===== src/rtl/utf8_decode_display_width_top_assert.svh =====
// ----------------------------------------------------------------------------
// UTF-8 decoder assertion macros
// Shared concurrent assertion forms, clocked on aclk and held off in reset.
// ----------------------------------------------------------------------------
`ifndef UTF8_DECODE_DISPLAY_WIDTH_TOP_ASSERT_SVH
`define UTF8_DECODE_DISPLAY_WIDTH_TOP_ASSERT_SVH

// same-cycle implication
`define UDW_ASSERT_NOW(label, ante, cons, msg) \
    label: assert property (@(posedge aclk) disable iff (!aresetn) (ante) |-> (cons)) \
        else $error(msg);

// next-cycle implication
`define UDW_ASSERT_NEXT(label, ante, cons, msg) \
    label: assert property (@(posedge aclk) disable iff (!aresetn) (ante) |=> (cons)) \
        else $error(msg);

`endif


===== src/rtl/utf8dw_pkg.sv =====
// ----------------------------------------------------------------------------
// UTF-8 decoder package
// Word types, byte class codes, width tables and the column width lookup.
// ----------------------------------------------------------------------------
package utf8dw_pkg;

    localparam int UDW_SUM_BITS = 16;
    localparam int CP_BITS      = 21;
    localparam int RW_BITS      = 16;
    localparam logic [RW_BITS-1:0] RW_MAX = 16'hFFFF;

    localparam logic [7:0] CONT_MASK  = 8'hC0;
    localparam logic [7:0] CONT_CODE  = 8'h80;
    localparam logic [7:0] LEAD2_MASK = 8'hE0;
    localparam logic [7:0] LEAD2_CODE = 8'hC0;
    localparam logic [7:0] LEAD3_MASK = 8'hF0;
    localparam logic [7:0] LEAD3_CODE = 8'hE0;
    localparam logic [7:0] LEAD4_MASK = 8'hF8;
    localparam logic [7:0] LEAD4_CODE = 8'hF0;
    localparam logic [7:0] BITS2_MASK = 8'h1F;
    localparam logic [7:0] BITS3_MASK = 8'h0F;
    localparam logic [7:0] BITS4_MASK = 8'h07;

    localparam logic [1:0] COLS_ZERO = 2'd0;
    localparam logic [1:0] COLS_ONE  = 2'd1;
    localparam logic [1:0] COLS_TWO  = 2'd2;

    typedef struct packed {
        logic [7:0] data_byte;
        logic       end_of_text;
    } in_word_t;

    typedef struct packed {
        logic [CP_BITS-1:0] code_point;
        logic               invalid;
        logic [2:0]         byte_count;
        logic [1:0]         char_width;
        logic [RW_BITS-1:0] running_width;
        logic               text_done;
    } out_word_t;

    typedef struct packed {
        logic [1:0]         bad_left;
        logic               tail_valid;
        logic               tail_bad;
        logic [CP_BITS-1:0] tail_cp;
        logic [2:0]         tail_count;
        logic               eot;
    } job_t;

    localparam int ZERO_N = 5;
    localparam logic [CP_BITS-1:0] ZERO_LO [ZERO_N] = '{
        21'h00300, 21'h0200B, 21'h0FE00, 21'h0FEFF, 21'h1F3FB
    };
    localparam logic [CP_BITS-1:0] ZERO_HI [ZERO_N] = '{
        21'h0036F, 21'h0200F, 21'h0FE0F, 21'h0FEFF, 21'h1F3FF
    };

    localparam int TWO_N = 36;
    localparam logic [CP_BITS-1:0] TWO_LO [TWO_N] = '{
        21'h01100, 21'h02329, 21'h02460, 21'h02E80, 21'h03041, 21'h03400,
        21'h04E00, 21'h0A000, 21'h0AC00, 21'h0F900, 21'h0FE10, 21'h0FE30,
        21'h0FF00, 21'h0FFE0, 21'h1F300, 21'h1F900, 21'h20000, 21'h30000,
        21'h000B7, 21'h02010, 21'h02018, 21'h0201C, 21'h02020, 21'h02030,
        21'h02032, 21'h02035, 21'h0203B, 21'h0203E, 21'h02160, 21'h02190,
        21'h02260, 21'h02264, 21'h025A0, 21'h02605, 21'h02714, 21'h02718
    };
    localparam logic [CP_BITS-1:0] TWO_HI [TWO_N] = '{
        21'h0115F, 21'h0232A, 21'h024FF, 21'h0303E, 21'h033FF, 21'h04DBF,
        21'h09FFF, 21'h0A4CF, 21'h0D7A3, 21'h0FAFF, 21'h0FE19, 21'h0FE6F,
        21'h0FF60, 21'h0FFE6, 21'h1F64F, 21'h1F9FF, 21'h2FFFD, 21'h3FFFD,
        21'h000B7, 21'h02016, 21'h02019, 21'h0201D, 21'h02027, 21'h02030,
        21'h02033, 21'h02035, 21'h0203B, 21'h0203E, 21'h02179, 21'h02199,
        21'h02260, 21'h02265, 21'h025FF, 21'h02606, 21'h02714, 21'h02718
    };

    function automatic logic [1:0] char_cols(input logic [CP_BITS-1:0] cp);
        logic [1:0] cols;
        logic       hit_two;
        logic       hit_zero;
        hit_two  = 1'b0;
        hit_zero = 1'b0;
        for (int k = 0; k < TWO_N; k++) begin
            if (cp >= TWO_LO[k] && cp <= TWO_HI[k]) hit_two = 1'b1;
        end
        for (int k = 0; k < ZERO_N; k++) begin
            if (cp >= ZERO_LO[k] && cp <= ZERO_HI[k]) hit_zero = 1'b1;
        end
        cols = hit_zero ? COLS_ZERO : (hit_two ? COLS_TWO : COLS_ONE);
        return cols;
    endfunction

endpackage


===== src/rtl/utf8dw_emit.sv =====
// ----------------------------------------------------------------------------
// UTF-8 decoder result stage
// Holds one decoded job, sends its characters through the result register
// one per cycle unless stalled; keeps the saturating running column sum.
// ----------------------------------------------------------------------------
module utf8dw_emit
    import utf8dw_pkg::*;
#(
    parameter int SUM_BITS = UDW_SUM_BITS
) (
    input  logic      aclk,
    input  logic      aresetn,
    input  logic      load,
    input  job_t      job_in,
    output logic      job_ready,
    output logic      m_valid,
    input  logic      m_ready,
    output out_word_t m_data
);

    localparam int WIDE_BITS = (SUM_BITS > RW_BITS) ? SUM_BITS : RW_BITS;

    job_t                job_reg, job_next;
    logic                job_valid_reg, job_valid_next;
    logic [SUM_BITS-1:0] sum_reg, sum_next;
    logic                m_valid_reg, m_valid_next;
    out_word_t           m_data_reg, m_data_next;

    logic                 fire;
    logic                 last;
    logic                 cur_bad;
    logic [1:0]           cur_w;
    logic [SUM_BITS:0]    sum_add;
    logic [SUM_BITS-1:0]  sum_sat;
    logic [WIDE_BITS-1:0] sum_wide;

    assign fire      = job_valid_reg && (!m_valid_reg || m_ready);
    assign last      = (job_reg.bad_left == 2'd0) ||
                       (job_reg.bad_left == 2'd1 && !job_reg.tail_valid);
    assign job_ready = !job_valid_reg || (fire && last);
    assign m_valid   = m_valid_reg;
    assign m_data    = m_data_reg;

    always_comb begin
        cur_bad  = (job_reg.bad_left != 2'd0) || job_reg.tail_bad;
        cur_w    = cur_bad ? COLS_ONE : char_cols(job_reg.tail_cp);
        sum_add  = {1'b0, sum_reg} + (SUM_BITS+1)'(cur_w);
        sum_sat  = sum_add[SUM_BITS] ? '1 : sum_add[SUM_BITS-1:0];
        sum_wide = WIDE_BITS'(sum_sat);

        m_data_next.code_point    = cur_bad ? '0 : job_reg.tail_cp;
        m_data_next.invalid       = cur_bad;
        m_data_next.byte_count    = cur_bad ? 3'd1 : job_reg.tail_count;
        m_data_next.char_width    = cur_w;
        m_data_next.running_width = (sum_wide > WIDE_BITS'(RW_MAX)) ? RW_MAX
                                                                    : sum_wide[RW_BITS-1:0];
        m_data_next.text_done     = last && job_reg.eot;
    end

    always_comb begin
        job_next       = job_reg;
        job_valid_next = job_valid_reg;
        sum_next       = sum_reg;
        m_valid_next   = m_valid_reg;
        if (fire) begin
            m_valid_next = 1'b1;
            sum_next     = (last && job_reg.eot) ? '0 : sum_sat;
            if (last) begin
                job_valid_next = 1'b0;
            end else begin
                job_next.bad_left = job_reg.bad_left - 2'd1;
            end
        end else if (m_ready) begin
            m_valid_next = 1'b0;
        end
        if (load) begin
            job_next       = job_in;
            job_valid_next = 1'b1;
        end
    end

    always_ff @(posedge aclk) begin
        if (!aresetn) begin
            job_valid_reg <= 1'b0;
            sum_reg       <= '0;
            m_valid_reg   <= 1'b0;
        end else begin
            job_valid_reg <= job_valid_next;
            sum_reg       <= sum_next;
            m_valid_reg   <= m_valid_next;
        end
    end

    always_ff @(posedge aclk) begin
        job_reg <= job_next;
        if (fire) begin
            m_data_reg <= m_data_next;
        end
    end

`include "utf8_decode_display_width_top_assert.svh"

    `UDW_ASSERT_NOW(a_load_when_free, load, job_ready, "job loaded while stage busy")
    `UDW_ASSERT_NOW(a_tail_pending, job_valid_reg && job_reg.bad_left == 2'd0,
                    job_reg.tail_valid, "job holds no character")
    `UDW_ASSERT_NEXT(a_sum_clear, fire && last && job_reg.eot, sum_reg == '0,
                     "column sum not cleared after end of text")
    `UDW_ASSERT_NEXT(a_fire_shows, fire, m_valid_reg, "sent word not shown")

endmodule


===== src/rtl/utf8_decode_display_width_top.sv =====
// ----------------------------------------------------------------------------
// UTF-8 decoder with display column width
// Decodes a byte stream into characters with code point, width and running
// text width; malformed input yields invalid characters.
// ----------------------------------------------------------------------------
// Takes one byte per cycle while s_ready is high. A byte that ends a
// character or breaks a sequence is decoded at acceptance and its characters
// leave through one result register, one word per cycle unless stalled. A
// byte that yields k characters (up to 4, after a broken sequence) holds
// s_ready low until its last character is sent, as the stage holds a single
// job; bytes that only open or extend a sequence yield no word.
// ----------------------------------------------------------------------------
module utf8_decode_display_width_top
    import utf8dw_pkg::*;
#(
    parameter int SUM_BITS = UDW_SUM_BITS
) (
    input  logic      aclk,
    input  logic      aresetn,
    input  logic      s_valid,
    output logic      s_ready,
    input  in_word_t  s_data,
    output logic      m_valid,
    input  logic      m_ready,
    output out_word_t m_data
);

    logic [CP_BITS-1:0] partial_reg, partial_next;
    logic [1:0]         expect_reg, expect_next;
    logic [1:0]         seen_reg, seen_next;

    logic [7:0]         b;
    logic               eot;
    logic               accept;
    logic               has_result;
    logic               lead_go;
    logic               lead_ascii;
    logic [1:0]         lead_need;
    logic [CP_BITS-1:0] lead_bits;
    logic [CP_BITS-1:0] ext_cp;
    logic [1:0]         seen_inc;
    job_t               job;

    assign b      = s_data.data_byte;
    assign eot    = s_data.end_of_text;
    assign accept = s_valid && s_ready;

    always_comb begin
        lead_ascii = !b[7];
        lead_need  = 2'd0;
        lead_bits  = '0;
        if ((b & LEAD2_MASK) == LEAD2_CODE) begin
            lead_need = 2'd1;
            lead_bits = CP_BITS'(b & BITS2_MASK);
        end else if ((b & LEAD3_MASK) == LEAD3_CODE) begin
            lead_need = 2'd2;
            lead_bits = CP_BITS'(b & BITS3_MASK);
        end else if ((b & LEAD4_MASK) == LEAD4_CODE) begin
            lead_need = 2'd3;
            lead_bits = CP_BITS'(b & BITS4_MASK);
        end
    end

    always_comb begin
        job          = '0;
        job.eot      = eot;
        partial_next = partial_reg;
        expect_next  = expect_reg;
        seen_next    = seen_reg;
        lead_go      = 1'b0;
        ext_cp       = {partial_reg[CP_BITS-7:0], b[5:0]};
        seen_inc     = seen_reg + 2'd1;

        if (expect_reg != 2'd0) begin
            if ((b & CONT_MASK) == CONT_CODE) begin
                if (seen_inc >= expect_reg) begin
                    job.tail_valid = 1'b1;
                    job.tail_cp    = ext_cp;
                    job.tail_count = {1'b0, expect_reg} + 3'd1;
                    partial_next   = '0;
                    expect_next    = 2'd0;
                    seen_next      = 2'd0;
                end else if (eot) begin
                    job.bad_left = seen_inc + 2'd1;
                end else begin
                    partial_next = ext_cp;
                    seen_next    = seen_inc;
                end
            end else begin
                job.bad_left = seen_reg + 2'd1;
                partial_next = '0;
                expect_next  = 2'd0;
                seen_next    = 2'd0;
                lead_go      = 1'b1;
            end
        end else begin
            lead_go = 1'b1;
        end

        if (lead_go) begin
            if (lead_ascii) begin
                job.tail_valid = 1'b1;
                job.tail_cp    = CP_BITS'(b);
                job.tail_count = 3'd1;
            end else if (lead_need != 2'd0 && !eot) begin
                partial_next = lead_bits;
                expect_next  = lead_need;
                seen_next    = 2'd0;
            end else begin
                job.tail_valid = 1'b1;
                job.tail_bad   = 1'b1;
                job.tail_count = 3'd1;
            end
        end

        if (eot) begin
            partial_next = '0;
            expect_next  = 2'd0;
            seen_next    = 2'd0;
        end

        has_result = (job.bad_left != 2'd0) || job.tail_valid;
    end

    always_ff @(posedge aclk) begin
        if (!aresetn) begin
            partial_reg <= '0;
            expect_reg  <= 2'd0;
            seen_reg    <= 2'd0;
        end else if (accept) begin
            partial_reg <= partial_next;
            expect_reg  <= expect_next;
            seen_reg    <= seen_next;
        end
    end

    utf8dw_emit #(
        .SUM_BITS (SUM_BITS)
    ) u_emit (
        .aclk      (aclk),
        .aresetn   (aresetn),
        .load      (accept && has_result),
        .job_in    (job),
        .job_ready (s_ready),
        .m_valid   (m_valid),
        .m_ready   (m_ready),
        .m_data    (m_data)
    );

`include "utf8_decode_display_width_top_assert.svh"

    `UDW_ASSERT_NOW(a_seen_below, expect_reg != 2'd0, seen_reg < expect_reg,
                    "continuation count reached sequence length")
    `UDW_ASSERT_NEXT(a_eot_closes, accept && eot, expect_reg == 2'd0,
                     "sequence left open after end of text")
    `UDW_ASSERT_NOW(a_eot_yields, accept && eot, has_result,
                    "end of text produced no character")

endmodule


===== config.mk =====
export PLATFORM = sky130hd
export DESIGN_NAME = utf8_decode_display_width_top
export DESIGN_NICKNAME = d
export VERILOG_FILES = /design/src/rtl/utf8dw_pkg.sv /design/src/rtl/utf8dw_emit.sv /design/src/rtl/utf8_decode_display_width_top.sv
export VERILOG_INCLUDE_DIRS = /design/src /design/src/rtl
export SDC_FILE = /design/constraint.sdc
export NUM_CORES = 1
export LEC_CHECK = 0
export ABC_CLOCK_PERIOD_IN_PS = 12700
export BUFFER_PORTS_ARGS = -buffer_cell sky130_fd_sc_hd__buf_2
export CORE_UTILIZATION = 54
export CTS_CLUSTER_SIZE = 16
export DETAILED_ROUTE_END_ITERATION = 10
export PLACE_DENSITY = 0.74
export SETUP_SLACK_MARGIN = 0.02
export SYNTH_ARGS = -nofsm -noshare
export SYNTH_HDL_FRONTEND = slang
export SYNTH_SLANG_ARGS = --single-unit

===== constraint.sdc =====
create_clock -name aclk -period 12.7 [get_ports aclk]
set_input_delay 1.27 -clock aclk [delete_from_list [all_inputs] [get_ports aclk]]
set_output_delay 1.27 -clock aclk [all_outputs]
set_load 0.05 [all_outputs]

After elaboration in Yosys (flattened, before gate mapping) --
Index checks and enable logic that the tools add are counted.
Word-level totals: register bits 116, bits in latches 0, RAM bits 0, ROM bits 0, input port bits 13, memories kept 0
Cells by class: add/subtract/negate cells 5, multiply operators 0, divide/modulo/power cells 0, magnitude comparators 84, equality and inequality tests 6, shifts and indexed selects 0, multiplexer cells 99, bitwise operators 0, reduce and logical (&&, ||, !) cells 68
Operator list (count):
- 21-bit by 14-bit >= comparator with 1-bit output (second input constant) | 23
- 21-bit by 14-bit less-or-equal comparator with 1-bit output (second input constant) | 22
- 21-bit by 16-bit less-or-equal comparator with 1-bit output (second input constant) | 10
- 21-bit two-way mux | 10
- 21-bit by 16-bit >= comparator with 1-bit output (second input constant) | 9
- 24-bit two-way mux | 3
- 21-bit by 17-bit >= comparator with 1-bit output (second input constant) | 3
- 21-bit by 17-bit less-or-equal comparator with 1-bit output (second input constant) | 3
- 1-bit two-way mux | 52
- 2-bit two-way mux | 26
- 1-bit logical AND | 48
- 21-bit by 18-bit >= comparator with 1-bit output (second input constant) | 2
- 21-bit by 18-bit less-or-equal comparator with 1-bit output (second input constant) | 2
- 16-bit two-way mux | 2
- 29-bit two-way mux | 1
- 26-bit two-way mux | 1
- 21-bit by 10-bit >= comparator with 1-bit output (second input constant) | 1
- 21-bit by 13-bit >= comparator with 1-bit output (second input constant) | 1
- 21-bit by 15-bit >= comparator with 1-bit output (second input constant) | 1
- 21-bit by 8-bit >= comparator with 1-bit output (second input constant) | 1
- 21-bit by 10-bit less-or-equal comparator with 1-bit output (second input constant) | 1
- 21-bit by 13-bit less-or-equal comparator with 1-bit output (second input constant) | 1
- 21-bit by 15-bit less-or-equal comparator with 1-bit output (second input constant) | 1
- 21-bit by 8-bit less-or-equal comparator with 1-bit output (second input constant) | 1
- other kinds (18) | 37

Logic depth before layout (Yosys ltp) --
Gate-level depths: netlist (run 1).
word-level depth 44, depth in mapped cells 20

By module --
A second synthesis (run 1) with hierarchy kept.
Second synthesis, totals: cells, all modules 669, area, all modules 6467.5 sq um
By module, submodules not included:
- utf8dw_emit | times used 1, cells an instance 529, area each 5218.8 sq um
- utf8_decode_display_width_top | times used 1, cells an instance 140, area each 1248.7 sq um

Worst setup path before layout (run 1) --
OpenSTA, ideal clock, no wires.
path kind in2reg, start point input s_data[7] (netlist name), end point register u_emit.job_reg[27] (netlist name) (enable), setup time 315 ps, data arrival time 4130 ps, required time 12385 ps, slack 8255 ps, stages 7, buffers on the path 0, cells stage by stage nand2b_1 -> a2111o_1 -> a21oi_1 -> a21oi_1 -> or2_2 -> a21oi_1 -> o21bai_1
Between the ends: word-level cells in the longest chain between the ends 13, elaborated cells between the ends (all ways) 23, classes of those cells eq/ne (5); mux (11); reduce/logical (7)
Ends and longest elaborated chain:
- start: declaration | line utf8_decode_display_width_top.sv:22 | input in_word_t s_data,
- 5-bit equality test | line utf8_decode_display_width_top.sv:58 | end else if ((b & LEAD4_MASK) == LEAD4_CODE) begin
- 2-bit two-way mux | line utf8_decode_display_width_top.sv:58
- 2-bit two-way mux | line utf8_decode_display_width_top.sv:55 | end else if ((b & LEAD3_MASK) == LEAD3_CODE) begin
- 2-bit two-way mux | line utf8_decode_display_width_top.sv:52 | if ((b & LEAD2_MASK) == LEAD2_CODE) begin
- 2-bit nonzero test | line utf8_decode_display_width_top.sv:105 | end else if (lead_need != 2'd0 && !eot) begin
- 1-bit logical AND | line utf8_decode_display_width_top.sv:105
- 2-bit two-way mux | line utf8_decode_display_width_top.sv:105
- 1-bit two-way mux | line utf8_decode_display_width_top.sv:101 | if (lead_ascii) begin
- 26-bit two-way mux | line utf8_decode_display_width_top.sv:100 | if (lead_go) begin
- 1-bit logical OR (*) | line utf8_decode_display_width_top.sv:122 | has_result = (job.bad_left != 2'd0) || job.tail_valid;
- 1-bit logical AND (*) | line utf8_decode_display_width_top.sv:142 | .load (accept && has_result),
- 2-bit by 1-bit != test with 1-bit output (no source line) or 2-bit nonzero test (tied branches)
- 2-bit AND reduction (no source line) (*)
- end signal: assignment | line utf8dw_emit.sv:95 | job_reg <= job_next;
- end: declaration | line utf8dw_emit.sv:23 | job_t job_reg, job_next;
Every way passes the cells marked *; elsewhere a longest branch is shown, timed or not. A chain may end at the register's enable or synchronous reset.

Worst setup path in the final report (run 1) --
start point register u_emit.job_reg[10] (netlist name), end point register u_emit.sum_reg[8]
Between the ends: word-level cells in the longest chain between the ends 44, elaborated cells between the ends (all ways) 170, classes of those cells add/sub (1); order compare (82); mux (46); reduce/logical (41)
Ends and longest elaborated chain:
- 21-bit by 13-bit >= comparator with 1-bit output or 21-bit by 13-bit less-or-equal comparator with 1-bit output (tied branches) | line utf8dw_pkg.sv:84 | if (cp >= TWO_LO[k] && cp <= TWO_HI[k]) hit_two = 1'b1;
- 1-bit logical AND | line utf8dw_pkg.sv:84
- 1-bit two-way mux (36 in series) | line utf8dw_pkg.sv:84
- 2-bit two-way mux | line utf8dw_pkg.sv:89 | cols = hit_zero ? COLS_ZERO : (hit_two ? COLS_TWO : COLS_ONE);
- 2-bit two-way mux (*) | line utf8dw_pkg.sv:89
- 2-bit two-way mux (*) | line utf8dw_emit.sv:46 | cur_w = cur_bad ? COLS_ONE : char_cols(job_reg.tail_cp);
- net u_emit.cur_w[0] | line utf8dw_emit.sv:32 | logic [1:0] cur_w;
- 16-bit by 2-bit adder with 17-bit output (*) | line utf8dw_emit.sv:47 | sum_add = {1'b0, sum_reg} + (SUM_BITS+1)'(cur_w);
- 16-bit two-way mux (*) | line utf8dw_emit.sv:48 | sum_sat = sum_add[SUM_BITS] ? '1 : sum_add[SUM_BITS-1:0];
- net u_emit.sum_sat[8] | line utf8dw_emit.sv:34 | logic [SUM_BITS-1:0] sum_sat;
- 16-bit two-way mux (*) | line utf8dw_emit.sv:67 | sum_next = (last && job_reg.eot) ? '0 : sum_sat;
- end signal: assignment | line utf8dw_emit.sv:89 | sum_reg <= sum_next;
- end: declaration | line utf8dw_emit.sv:25 | logic [SUM_BITS-1:0] sum_reg, sum_next;
Mark *: on every way through the listed nets, which the timed path passes. The rest lies on a longest branch.

==> impl_metrics.json, run 1 <==
{
  "synth_cells": 652,
  "reg2reg_depth": 16,
  "cts_resized": 0,
  "p_leak_nw": 2.426,
  "largest_reg_flops": 44,
  "critPathRequiredTime_ns": 12.98,
  "path_buf_inv": 2,
  "regArea_mm2": 0.002933,
  "place_hpwl_um": 11830,
  "path_class": "flip-flop to flip-flop",
  "die_h_um": 110.4,
  "numPortBuffers": 58,
  "whs_path_depth": 2,
  "synth_ff_type": "edfxtp_1",
  "dpl.cell_count": 814,
  "ys_ff_latch": 110,
  "crit_family": "simple AND/OR/NAND/NOR gates",
  "hp-start": "u_emit.job_valid_reg",
  "setup_viol": 0,
  "max-slew-margin-rel_pct": 23.08,
  "syn_nets": 674,
  "timing.setup.tns_ns": 0,
  "arrival_ns": 5.38,
  "dr.pass1.iters": 5,
  "ctsHoldBuffers": 0,
  "status": "complete, no violations",
  "grt_pass1_wl_um": 26030,
  "reg2reg_to": "u_emit.sum_reg[8]",
  "cts-root-buf": "clkbuf_16",
  "initial_utilization_pct": 55.52,
  "synth_warnings": 0,
  "grt-ovfl-total": 0,
  "nNetsFinal": 704,
  "vias": 5421,
  "rsz0062_at_grt": "no",
  "fin_skew_ns": 0.009391,
  "drt_iter0_markers": 656,
  "max_stage_delay_ns": 0.76,
  "htreeDepth": 3,
  "power.density_mw_per_mm2": 126.3,
  "worst_ir_drop_vdd_mv": 0.1390,
  "core-area_mm2": 0.01142,
  "area_growth_pct": 8.013,
  "slowest_stage": "edfxtp_1",
  "worstHoldEndpoint": "u_emit.m_valid",
  "dpl_cell_area_mm2": 0.006571,
  "rows": 39,
  "gp_congestion": 0.9946,
  "io-pin-count": 59,
  "finalWirelength_um": 17080,
  "fmax_mhz": 196.0,
  "drive_gt1_share_pct": 14.26,
  "clock_latency_ns": 0.35,
  "clk_path_buf_depth": 2,
  "multi_input_area_mm2": 0.003053,
  "syn_avg_cell_area_um2": 9.724,
  "worst_setup_path_start_kind": "flip-flop",
  "n_fill_cell": 964,
  "cts_buffers": 9,
  "route.detailed.drc": 0,
  "vias_per_cell": 6.531,
  "fin_cells": 830,
  "ys_seq_area_share_pct": 46.26,
  "final_antenna_net_count": 0,
  "dieArea_mm2": 0.01218,
  "mappedNetlistArea_mm2": 0.006340,
  "period_minus_slack_ns": 5.101,
  "grt_pass1_vias": 4880,
  "cts.sinks": 110,
  "path_cells": "or4_1, nor2_2, a211oi_1, a31oi_1, nor2_1, a2111o_1, o31ai_1, ha_1, inv_1, fa_1, inv_1, nand4_1, or3_1, o21ai_0, a22oi_1, nor2b_1",
  "cp-end-kind": "flip-flop",
  "r2r_slack_ns": 7.60,
  "async_flop_share_pct": 0,
  "synth_edf_count": 73,
  "postCtsSetupBuffers": 0,
  "path_clk_slew_ns": 0.07,
  "wire_per_inst_um": 20.58,
  "design_area_mm2": 0.006848,
  "r2r_start": "u_emit.job_reg[10]",
  "period_share_pct": 40.17,
  "finalHoldViolCount": 0,
  "power_w": 0.0008650,
  "crit_path_frequent_cell": "inv_1",
  "grt_max_degree": 38,
  "cp_max_fo": 24,
  "hold_path.class": "flip-flop to flip-flop",
  "ys_types": 73,
  "max_cap_violations": 0,
  "diodes": 0,
  "tightest_slew_ns": 1.146,
  "grt_usage_pct": 28.63,
  "die_w_um": 110.4,
  "antenna_found_initial": 0,
  "cts_tree": "yes",
  "drv_slew": 0
}
==> synth_stat cells, drive strengths merged, types with 5 or more instances <==
library cell	instances	area, um2
a211oi	5	37.54
a21boi	6	45.04
a21o	5	38.79
a21oi	22	110.1
a22oi	28	210.2
a31oi	6	37.54
and2	48	301.5
and3	11	68.82
and4	5	43.79
buf	18	153.9
clkbuf	27	132.6
dfxtp	37	740.7
edfxtp	73	2192
ha	8	100.1
inv	19	71.32
nand2	39	146.4
nand2b	9	56.30
nand3	24	120.1
nand4	22	143.9
nor2	44	167.7
nor2b	36	225.2
nor3	28	140.1
nor4	8	80.08
nor4b	8	70.07
o21a	5	37.54
o21ai	26	130.1
or4	9	82.58
xor2	6	52.55
==> where the power goes <==
| part | total, W | internal [W] | leakage [nW] | switching (W) |
|---|---|---|---|---|
| logic | 0.000160 | 0.0000416 | 1.30 | 0.000119 |
| registers | 0.000440 | 0.000411 | 0.996 | 0.0000295 |
| clock network | 0.000264 | 0.000140 | 0.134 | 0.000125 |
| total | 0.000865 | 0.000592 | 2.43 | 0.000273 |
==> cell type report <==
| cell class | count | area share (%) |
|---|---|---|
| inverters | 19 | 1.041 |
| well taps | 143 | 2.613 |
| flip-flops and latches | 110 | 42.83 |
| clock inverters | 4 | 0.4385 |
| multi-input cells | 478 | 44.58 |
| clock buffers | 12 | 3.599 |
| repair buffers | 64 | 4.897 |
==> metrics by stage <==
stage / utilization [%] / setup WS [ns] / hold WS (ns)
floorplan: - / 8.255 / 0.4491
global placement: 57.55 / 7.730 / 0.4685
detailed placement: 57.55 / 7.761 / 0.4898
CTS: 59.97 / 7.690 / 0.5000
global route: 59.97 / 7.394 / 0.5075
finish: 59.97 / 7.599 / 0.4969
==> placed cells by master, fill, tap and decap left out, types with 5 or more instances in the layout <==
| cell | count |
|---|---|
| nand3_1 | 24 |
| and3_1 | 11 |
| xor2_1 | 6 |
| a211oi_1 | 5 |
| ha_1 | 8 |
| a22oi_1 | 28 |
| a31oi_1 | 6 |
| nor3_1 | 28 |
| nand4_1 | 21 |
| a21oi_1 | 21 |
| dfxtp_1 | 37 |
| nor4_1 | 6 |
| clkbuf_16 | 9 |
| nor2_1 | 43 |
| and4_1 | 5 |
| a21boi_0 | 6 |
| and2_1 | 47 |
| nand2_1 | 39 |
| or4_1 | 5 |
| nor2b_1 | 36 |
| buf_4 | 6 |
| o21ai_0 | 25 |
| nand2b_1 | 9 |
| inv_1 | 19 |
| nor4b_1 | 8 |
| o21a_1 | 5 |
| buf_2 | 58 |
| edfxtp_1 | 73 |
==> how the worst max path moves through the flow <==
| stage | slack [ns] | endpoint | from | cells past startpoint |
|---|---|---|---|---|
| finish | 7.60 | u_emit.sum_reg[8] | u_emit.job_reg[10] | 16 |
| global placement | 7.73 | u_emit.sum_reg[2] | u_emit.job_reg[9] | 15 |
| global route | 7.39 | u_emit.sum_reg[6] | u_emit.job_reg[10] | 16 |
| floorplan | 8.26 | u_emit.job_reg[27] | s_data[7] | 7 |
| detailed placement | 7.76 | u_emit.sum_reg[8] | u_emit.job_reg[10] | 16 |
| CTS | 7.69 | u_emit.sum_reg[8] | u_emit.job_reg[10] | 16 |
==> routing by layer <==
layer,global-route usage [%],wire [um],vias to the layer above
li1,-,-,2498
met1,38.75,7344,2589
met2,42.95,7696,287
met3,7.643,1477,47
met4,12.41,562,0
met5,0,0,-
==> cells by family after synthesis <==
kind of cell | Yosys count | share of synthesized area, %
multiplexers | 2 | 0.3158
AO/OA/AOI/OAI | 139 | 15.14
AND/OR/NAND/NOR | 318 | 29.37
buffers and inverters | 64 | 5.644
XOR/XNOR | 10 | 1.381
adder cells (fa/ha/maj) | 9 | 1.895
flip-flops | 110 | 46.26
==> tightest hold or removal path: cells and delay by family (launching register included) <==
kind | cells | cell delay, ns
compound gates | 1 | 0.07
buf+inv | 1 | 0.07
flops | 1 | 0.32
(Power assumes the default switching activity.)
==> run 2, diff against run 1 <==
--- a/config.mk
+++ b/config.mk
@@ -6,12 +6,13 @@
 export SDC_FILE = /design/constraint.sdc
 export NUM_CORES = 1
 export LEC_CHECK = 0
-export ABC_CLOCK_PERIOD_IN_PS = 12700
+export ABC_AREA = 1
+export ABC_CLOCK_PERIOD_IN_PS = 4700
 export BUFFER_PORTS_ARGS = -buffer_cell sky130_fd_sc_hd__buf_2
 export CORE_UTILIZATION = 54
 export CTS_CLUSTER_SIZE = 16
 export DETAILED_ROUTE_END_ITERATION = 10
-export PLACE_DENSITY = 0.74
+export PLACE_DENSITY = 0.73
 export SETUP_SLACK_MARGIN = 0.02
 export SYNTH_ARGS = -nofsm -noshare
 export SYNTH_HDL_FRONTEND = slang
==> constraint.sdc (replaced) <==
create_clock -name aclk -period 4.7 [get_ports aclk]
set_input_delay 0.47 -clock aclk [delete_from_list [all_inputs] [get_ports aclk]]
set_output_delay 0.47 -clock aclk [all_outputs]
set_load 0.05 [all_outputs]
==> run 2 against run 1 <==
- sequential power rose to 2.6 times the previous value
- sequential cell count stayed put
- routed wire length is 37% higher
- critical path depth is 5 higher
- area after synthesis grew 15%
- maximum frequency rose by 16%
- final cell count increased by 52%
- sequential share of layout area decreased by 6.6 points
- first-iteration DRC count increased by 50%
- design area is 18% higher
- critical path type unchanged
==> impl_metrics.json, run 2 <==
{
  "dieArea_mm2": 0.01393,
  "setup_viol": 0,
  "syn_nets": 1045,
  "synth_top_area_share_pct": 30.16,
  "die_w_um": 118.0,
  "timing.setup.tns_ns": 0,
  "syn_avg_cell_area_um2": 7.105,
  "cp-startpoint": "u_emit.job_reg[14]",
  "routed.top_layer": "met4",
  "ys_seq_area_share_pct": 40.35,
  "max-slew-margin-rel_pct": 24.28,
  "dr.pass1.iters": 8,
  "cts-root-buf": "clkbuf_16",
  "yosys.cell_count.top_type": "nand2_1",
  "power.density_mw_per_mm2": 308.8,
  "final_antenna_net_count": 0,
  "die_h_um": 118.0,
  "fmax_mhz": 227.0,
  "worst_setup_path_start_kind": "flip-flop",
  "grt_max_degree": 46,
  "rows": 42,
  "mappedNetlistArea_mm2": 0.007268,
  "synth_ff_type": "edfxtp_1",
  "grt_pass1_vias": 6896,
  "route.detailed.drc": 0,
  "slowest_stage": "o21ai_0",
  "design_area_mm2": 0.008099,
  "drt_iter0_markers": 985,
  "period_minus_slack_ns": 4.404,
  "ys_top_cells_by_area": "edfxtp_1 30%, nand2_1 14%, dfxtp_1 10%",
  "ctsHoldBuffers": 0,
  "ys_ff_latch": 110,
  "gp_congestion": 1.038,
  "hold_path.class": "input pin to flip-flop",
  "initial_utilization_pct": 55.10,
  "wl_met3_um": 2040,
  "area_growth_pct": 11.43,
  "antenna_found_initial": 0,
  "p_leak_nw": 3.346,
  "wire_per_inst_um": 18.44,
  "grt_pass1_wl_um": 36380,
  "path_class": "flip-flop to flip-flop",
  "grt-ovfl-total": 0,
  "drive_gt1_share_pct": 14.97,
  "io-pin-count": 59,
  "crit_family": "simple AND/OR/NAND/NOR gates",
  "diodes": 0,
  "clk_path_buf_depth": 2,
  "clock_latency_ns": 0.36,
  "cts_tree": "yes",
  "cts.sinks": 110,
  "synth_edf_count": 73,
  "finalHoldViolCount": 0,
  "synth_cells": 1023,
  "path_buf_inv": 1,
  "max_stage_delay_ns": 0.51,
  "period_share_pct": 93.71,
  "arrival_ns": 4.69,
  "dpl.cell_count": 1238,
  "dpl_cell_area_mm2": 0.007682,
  "final_common_cell": "nand2_1",
  "synth_warnings": 0,
  "htreeDepth": 3,
  "vias_per_cell": 5.847,
  "finalWirelength_um": 23330,
  "wl_met2_um": 10630,
  "grt_usage_pct": 33.86,
  "fin_skew_ns": 0.01159,
  "layout_common_cells": "269 x nand2_1, 161 x nor2_1, 113 x inv_1",
  "rsz0062_at_grt": "no",
  "critPathRequiredTime_ns": 4.98,
  "largest_reg_flops": 44,
  "status": "complete, no violations",
  "nNetsFinal": 1106,
  "power_w": 0.002501,
  "numPortBuffers": 58,
  "ys_types": 53,
  "wl_met1_um": 9484,
  "fin_cells": 1265,
  "place_hpwl_um": 17370,
  "cts_buffers": 9,
  "tightest_slew_ns": 1.132,
  "vias": 7397,
  "r2r_start": "u_emit.job_reg[14]",
  "async_flop_share_pct": 0,
  "cp-end-kind": "flip-flop",
  "synth_top_area_cell": "edfxtp_1",
  "core-area_mm2": 0.01319,
  "path_cells": "nand2_1, o21ai_0, o21bai_1, nand3_1, nand3_1, nand2_1, nor2_1, nand3_1, nor2_2, nand3_1, nand2_1, ha_1, inv_1, fa_1, nor3b_2, nand2_1, nor2_1, nand3_2, nand3b_1, nand2_1, a21oi_1",
  "crit_path_frequent_cell": "nand2_1",
  "hp-start": "s_data[0]",
  "max_cap_violations": 0,
  "synthTopCellsByCount": "269 x nand2_1, 162 x nor2_1, 114 x inv_1, 80 x nand3_1, 73 x edfxtp_1",
  "drv_slew": 0,
  "worst_ir_drop_vdd_mv": 0.2009,
  "path_clk_slew_ns": 0.07,
  "cp_max_fo": 10
}
==> run 2: changes by cell type in the layout (fill, tap and decap cells not counted), sizes merged, moves of 11 or more <==
cell | previous run | this run
inv | 21 | 126
nor2 | 44 | 186
a22oi | 28 | 7
nand3 | 24 | 82
and3 | 11 | 0
nand2 | 39 | 283
nor2b | 36 | 0
and2 | 48 | 1
a21oi | 22 | 51
o21ai | 26 | 42
buf | 64 | 79
==> run 2: final timing paths <==
path / end / slack (ns) / cells after the start
worst min register to register: partial_reg[12] / 0.46 / 2
worst max-delay path: u_emit.sum_reg[3] / 0.30 / 21
worst max register to register: u_emit.sum_reg[3] / 0.30 / 21
worst min-delay path: u_emit.job_reg[0] / 0.36 / 1
==> run 2: timing repair <==
| action | 4_1_cts | 5_1_grt |
|---|---|---|
| setup buffers | 0 | 10 |
| gates resized for setup | 0 | 1 |
| endpoints found under the setup margin | 0 | 19 |
==> run 2: worst register-to-register path, cell delays in order (launching register included) <==
cell,delay [ns]
edfxtp_1,0.50
nand2_1,0.25
o21ai_0,0.51
o21bai_1,0.20
nand3_1,0.08
nand3_1,0.09
nand2_1,0.09
nor2_1,0.23
nand3_1,0.13
nor2_2,0.13
nand3_1,0.08
nand2_1,0.10
ha_1,0.17
inv_1,0.06
fa_1,0.43
nor3b_2,0.23
nand2_1,0.09
nor2_1,0.25
nand3_2,0.28
nand3b_1,0.20
nand2_1,0.07
a21oi_1,0.17
==> run 2: logic make-up (layout without fill, tap and decap cells) <==
| kind of cell | Yosys count | count (layout) | share of synthesized area [%] |
|---|---|---|---|
| AO/OA/AOI/OAI | 124 | 124 | 10.09 |
| XOR/XNOR | 5 | 5 | 0.6025 |
| adder cells (fa/ha/maj) | 9 | 9 | 1.653 |
| buffers and inverters | 157 | 222 | 9.055 |
| flip-flops | 110 | 110 | 40.35 |
| multiplexers | 1 | 1 | 0.1377 |
| AND/OR/NAND/NOR | 617 | 618 | 38.11 |
==> run 2: area by class of cell <==
type	count	area, um2
fill	1265	5091
multi-input combinational	757	3691
sequential	110	2933
inverter	127	479.2
timing repair buffer	79	447.9
clock buffer	11	252.7
tap	176	220.2
clock inverter	5	75.07
==> run 2: power by group <==
part | leakage [nW] | switching, W | internal [W]
combinational | 2.19 | 0.000417 | 0.000118
sequential | 0.995 | 0.0000419 | 0.00110
clock | 0.161 | 0.000366 | 0.000454
total | 3.35 | 0.000825 | 0.00168
==> run 2: layer usage <==
metal  vias to the layer above  GRT usage [%]
met1                      3384          43.74
met4                         0          17.79
met3                        85          6.589
met2                       441          53.71
met5                         -              0
li1                       3487              -
==> run 2: through the flow <==
step | hold WS [ns] | utilization (%) | setup slack (ns)
after global routing | 0.3553 | 61.40 | 0.02765
final | 0.3593 | 61.40 | 0.2956
after floorplan | 0.4392 | - | 1.277
after global placement | 0.4488 | 58.24 | 0.3569
after detailed placement | 0.4530 | 58.24 | 0.3639
after CTS | 0.3448 | 60.73 | 0.3432
==> run 3, diff against run 2 <==
--- a/config.mk
+++ b/config.mk
@@ -12,7 +12,9 @@
 export CORE_UTILIZATION = 54
 export CTS_CLUSTER_SIZE = 16
 export DETAILED_ROUTE_END_ITERATION = 10
+export MAX_ROUTING_LAYER = met4
 export PLACE_DENSITY = 0.73
+export REMOVE_ABC_BUFFERS = 1
 export SETUP_SLACK_MARGIN = 0.02
 export SYNTH_ARGS = -nofsm -noshare
 export SYNTH_HDL_FRONTEND = slang
==> run 3 against run 2 <==
- utilization up 0.066 points
- global-route usage grew 1.1 points
- final cell count is 0.47% higher
- critical path type unchanged
- non-clock buffer count is 6 higher
- sequential power hardly changed
- die area is the same
- register-to-register slack worse by 0.02 ns
- routed wire length about the same
==> impl_metrics.json, run 3 (synthesized netlist as in run 2, its figures left out) <==
{
  "drv_slew": 0,
  "multi_input_area_mm2": 0.003689,
  "die_h_um": 118.0,
  "path_class": "flip-flop to flip-flop",
  "tightest_slew_ns": 1.185,
  "setup_viol": 0,
  "vias_per_cell": 5.806,
  "dpl.cell_count": 1246,
  "grt_usage_pct": 34.97,
  "final_common_cell": "nand2_1",
  "regArea_mm2": 0.002933,
  "power.density_mw_per_mm2": 300.4,
  "io-pin-count": 59,
  "grt_max_degree": 46,
  "drive_gt1_share_pct": 15.34,
  "r2r_slack_ns": 0.28,
  "cts-root-buf": "clkbuf_16",
  "layout_common_cells": "269 x nand2_1, 162 x nor2_1, 113 x inv_1",
  "fin_cells": 1271,
  "use_met2_pct": 52.54,
  "cts.sinks": 110,
  "hold_path.class": "input pin to flip-flop",
  "power_w": 0.002436,
  "slowest_stage": "edfxtp_1",
  "worst_ir_drop_vdd_mv": 0.2047,
  "grt_pass1_wl_um": 36460,
  "status": "complete, no violations",
  "grt-ovfl-total": 0,
  "nNetsFinal": 1112,
  "core-area_mm2": 0.01319,
  "drt_iter0_markers": 782,
  "path_cells": "inv_1, nor2_1, nand2_1, o21ai_0, nand2_1, nand2_1, nand2_1, nand2_1, nand2_1, nor2_2, inv_1, nor2_2, nand3_1, nand2_1, ha_1, inv_1, fa_1, nor3b_2, nand2_1, nor2_1, nand3_2, nand3b_1, nand2_1, a21oi_1",
  "grt.met1_usage_pct": 46.57,
  "numPortBuffers": 58,
  "dpl_worst_slack_ns": 0.3067,
  "crit_path_frequent_cell": "nand2_1",
  "rsz0062_at_grt": "no",
  "largest_reg_flops": 44,
  "finalWirelength_um": 23320,
  "n_fill_cell": 1262,
  "fin_hold_ws_ns": 0.3475,
  "initial_utilization_pct": 55.10,
  "worst_setup_path_start_kind": "flip-flop",
  "max-slew-margin-rel_pct": 20.73,
  "cp-end-kind": "flip-flop",
  "dr.pass1.iters": 6,
  "ctsHoldBuffers": 0,
  "vias": 7379,
  "period_minus_slack_ns": 4.425,
  "use_met3_pct": 6.153,
  "grt-busiest-layer": "met2",
  "rows": 42,
  "reg2reg_to": "u_emit.sum_reg[3]",
  "final_antenna_net_count": 0,
  "timing.setup.tns_ns": 0,
  "setup_ws_ns": 0.2754,
  "route.detailed.drc": 0,
  "hp-start": "s_data[0]",
  "critPathRequiredTime_ns": 4.98,
  "clk_path_buf_depth": 2,
  "fmax_mhz": 226.0,
  "period_share_pct": 94.14,
  "path_clk_slew_ns": 0.08,
  "worstHoldEndpoint": "u_emit.job_reg[0]",
  "max_stage_delay_ns": 0.61,
  "gp_congestion": 1.092,
  "grt_pass1_vias": 6699,
  "antenna_found_initial": 0,
  "fin_skew_ns": 0.01231,
  "cp_max_fo": 10,
  "htreeDepth": 3,
  "cts_buffers": 9,
  "dieArea_mm2": 0.01393,
  "r2r_start": "u_emit.job_reg[9]",
  "finalHoldViolCount": 0,
  "whs_path_depth": 1,
  "clock_latency_ns": 0.36,
  "p_leak_nw": 3.356,
  "place_hpwl_um": 17750,
  "reg2reg_depth": 24,
  "die_w_um": 118.0,
  "arrival_ns": 4.70,
  "cts_tree": "yes",
  "diodes": 0,
  "area_growth_pct": 11.55,
  "wire_per_inst_um": 18.35,
  "max_cap_violations": 0
}
==> run 3: metal layers <==
| layer | vias up | share of wire, % |
|---|---|---|
| li1 | 3493 | - |
| met1 | 3384 | 42 |
| met2 | 417 | 45 |
| met3 | 85 | 9.6 |
| met4 | 0 | 4.2 |
| met5 | - | 0 |
==> run 3: worst max-delay path by stage <==
stage / cells past startpoint / slack [ns] / from / end
3_3_place_gp: 23 / 0.45 / u_emit.job_reg[24] / u_emit.sum_reg[6]
3_5_place_dp: 23 / 0.31 / u_emit.job_reg[24] / u_emit.sum_reg[3]
2_1_floorplan: 27 / 1.12 / u_emit.job_reg[24] / u_emit.sum_reg[8]
6_report: 24 / 0.28 / u_emit.job_reg[9] / u_emit.sum_reg[3]
5_1_grt: 26 / 0.03 / u_emit.job_reg[15] / u_emit.sum_reg[10]
4_1_cts: 23 / 0.30 / u_emit.job_reg[24] / u_emit.sum_reg[9]
==> run 3: cell type report <==
type | instances | area share (%)
multi-input cells | 757 | 45.49
flip-flops and latches | 110 | 36.17
repair buffers | 85 | 6.080
inverters | 127 | 5.941
clock buffers | 9 | 2.778
well taps | 176 | 2.716
clock inverters | 7 | 0.8179
==> run 3: report_power, final <==
group	internal [W]	switching, W	total [W]
combinational	0.000119	0.000414	0.000533
clock	0.000372	0.000384	0.000756
sequential	0.00110	0.0000434	0.00115
==> run 3: through the flow <==
step                area, um2  utilization [%]
global placement         7742            58.70
CTS                      8034            60.91
global route             8108            61.47
finish                   8108            61.47
detailed placement       7742            58.70
floorplan                7089                -
==> run 3: critical path, delay by kind of cell, from the launching register on <==
kind,cells,cell delay (ns)
compound gates,2,0.33
fa+ha+maj,2,0.60
buf+inv,3,0.38
flops,1,0.61
simple gates,17,2.43
==> run 3: what timing repair did <==
| action | in CTS | in global routing |
|---|---|---|
| buffers inserted | 0 | 8 |
| resized for setup | 0 | 1 |
| endpoints found under the setup margin | 0 | 16 |
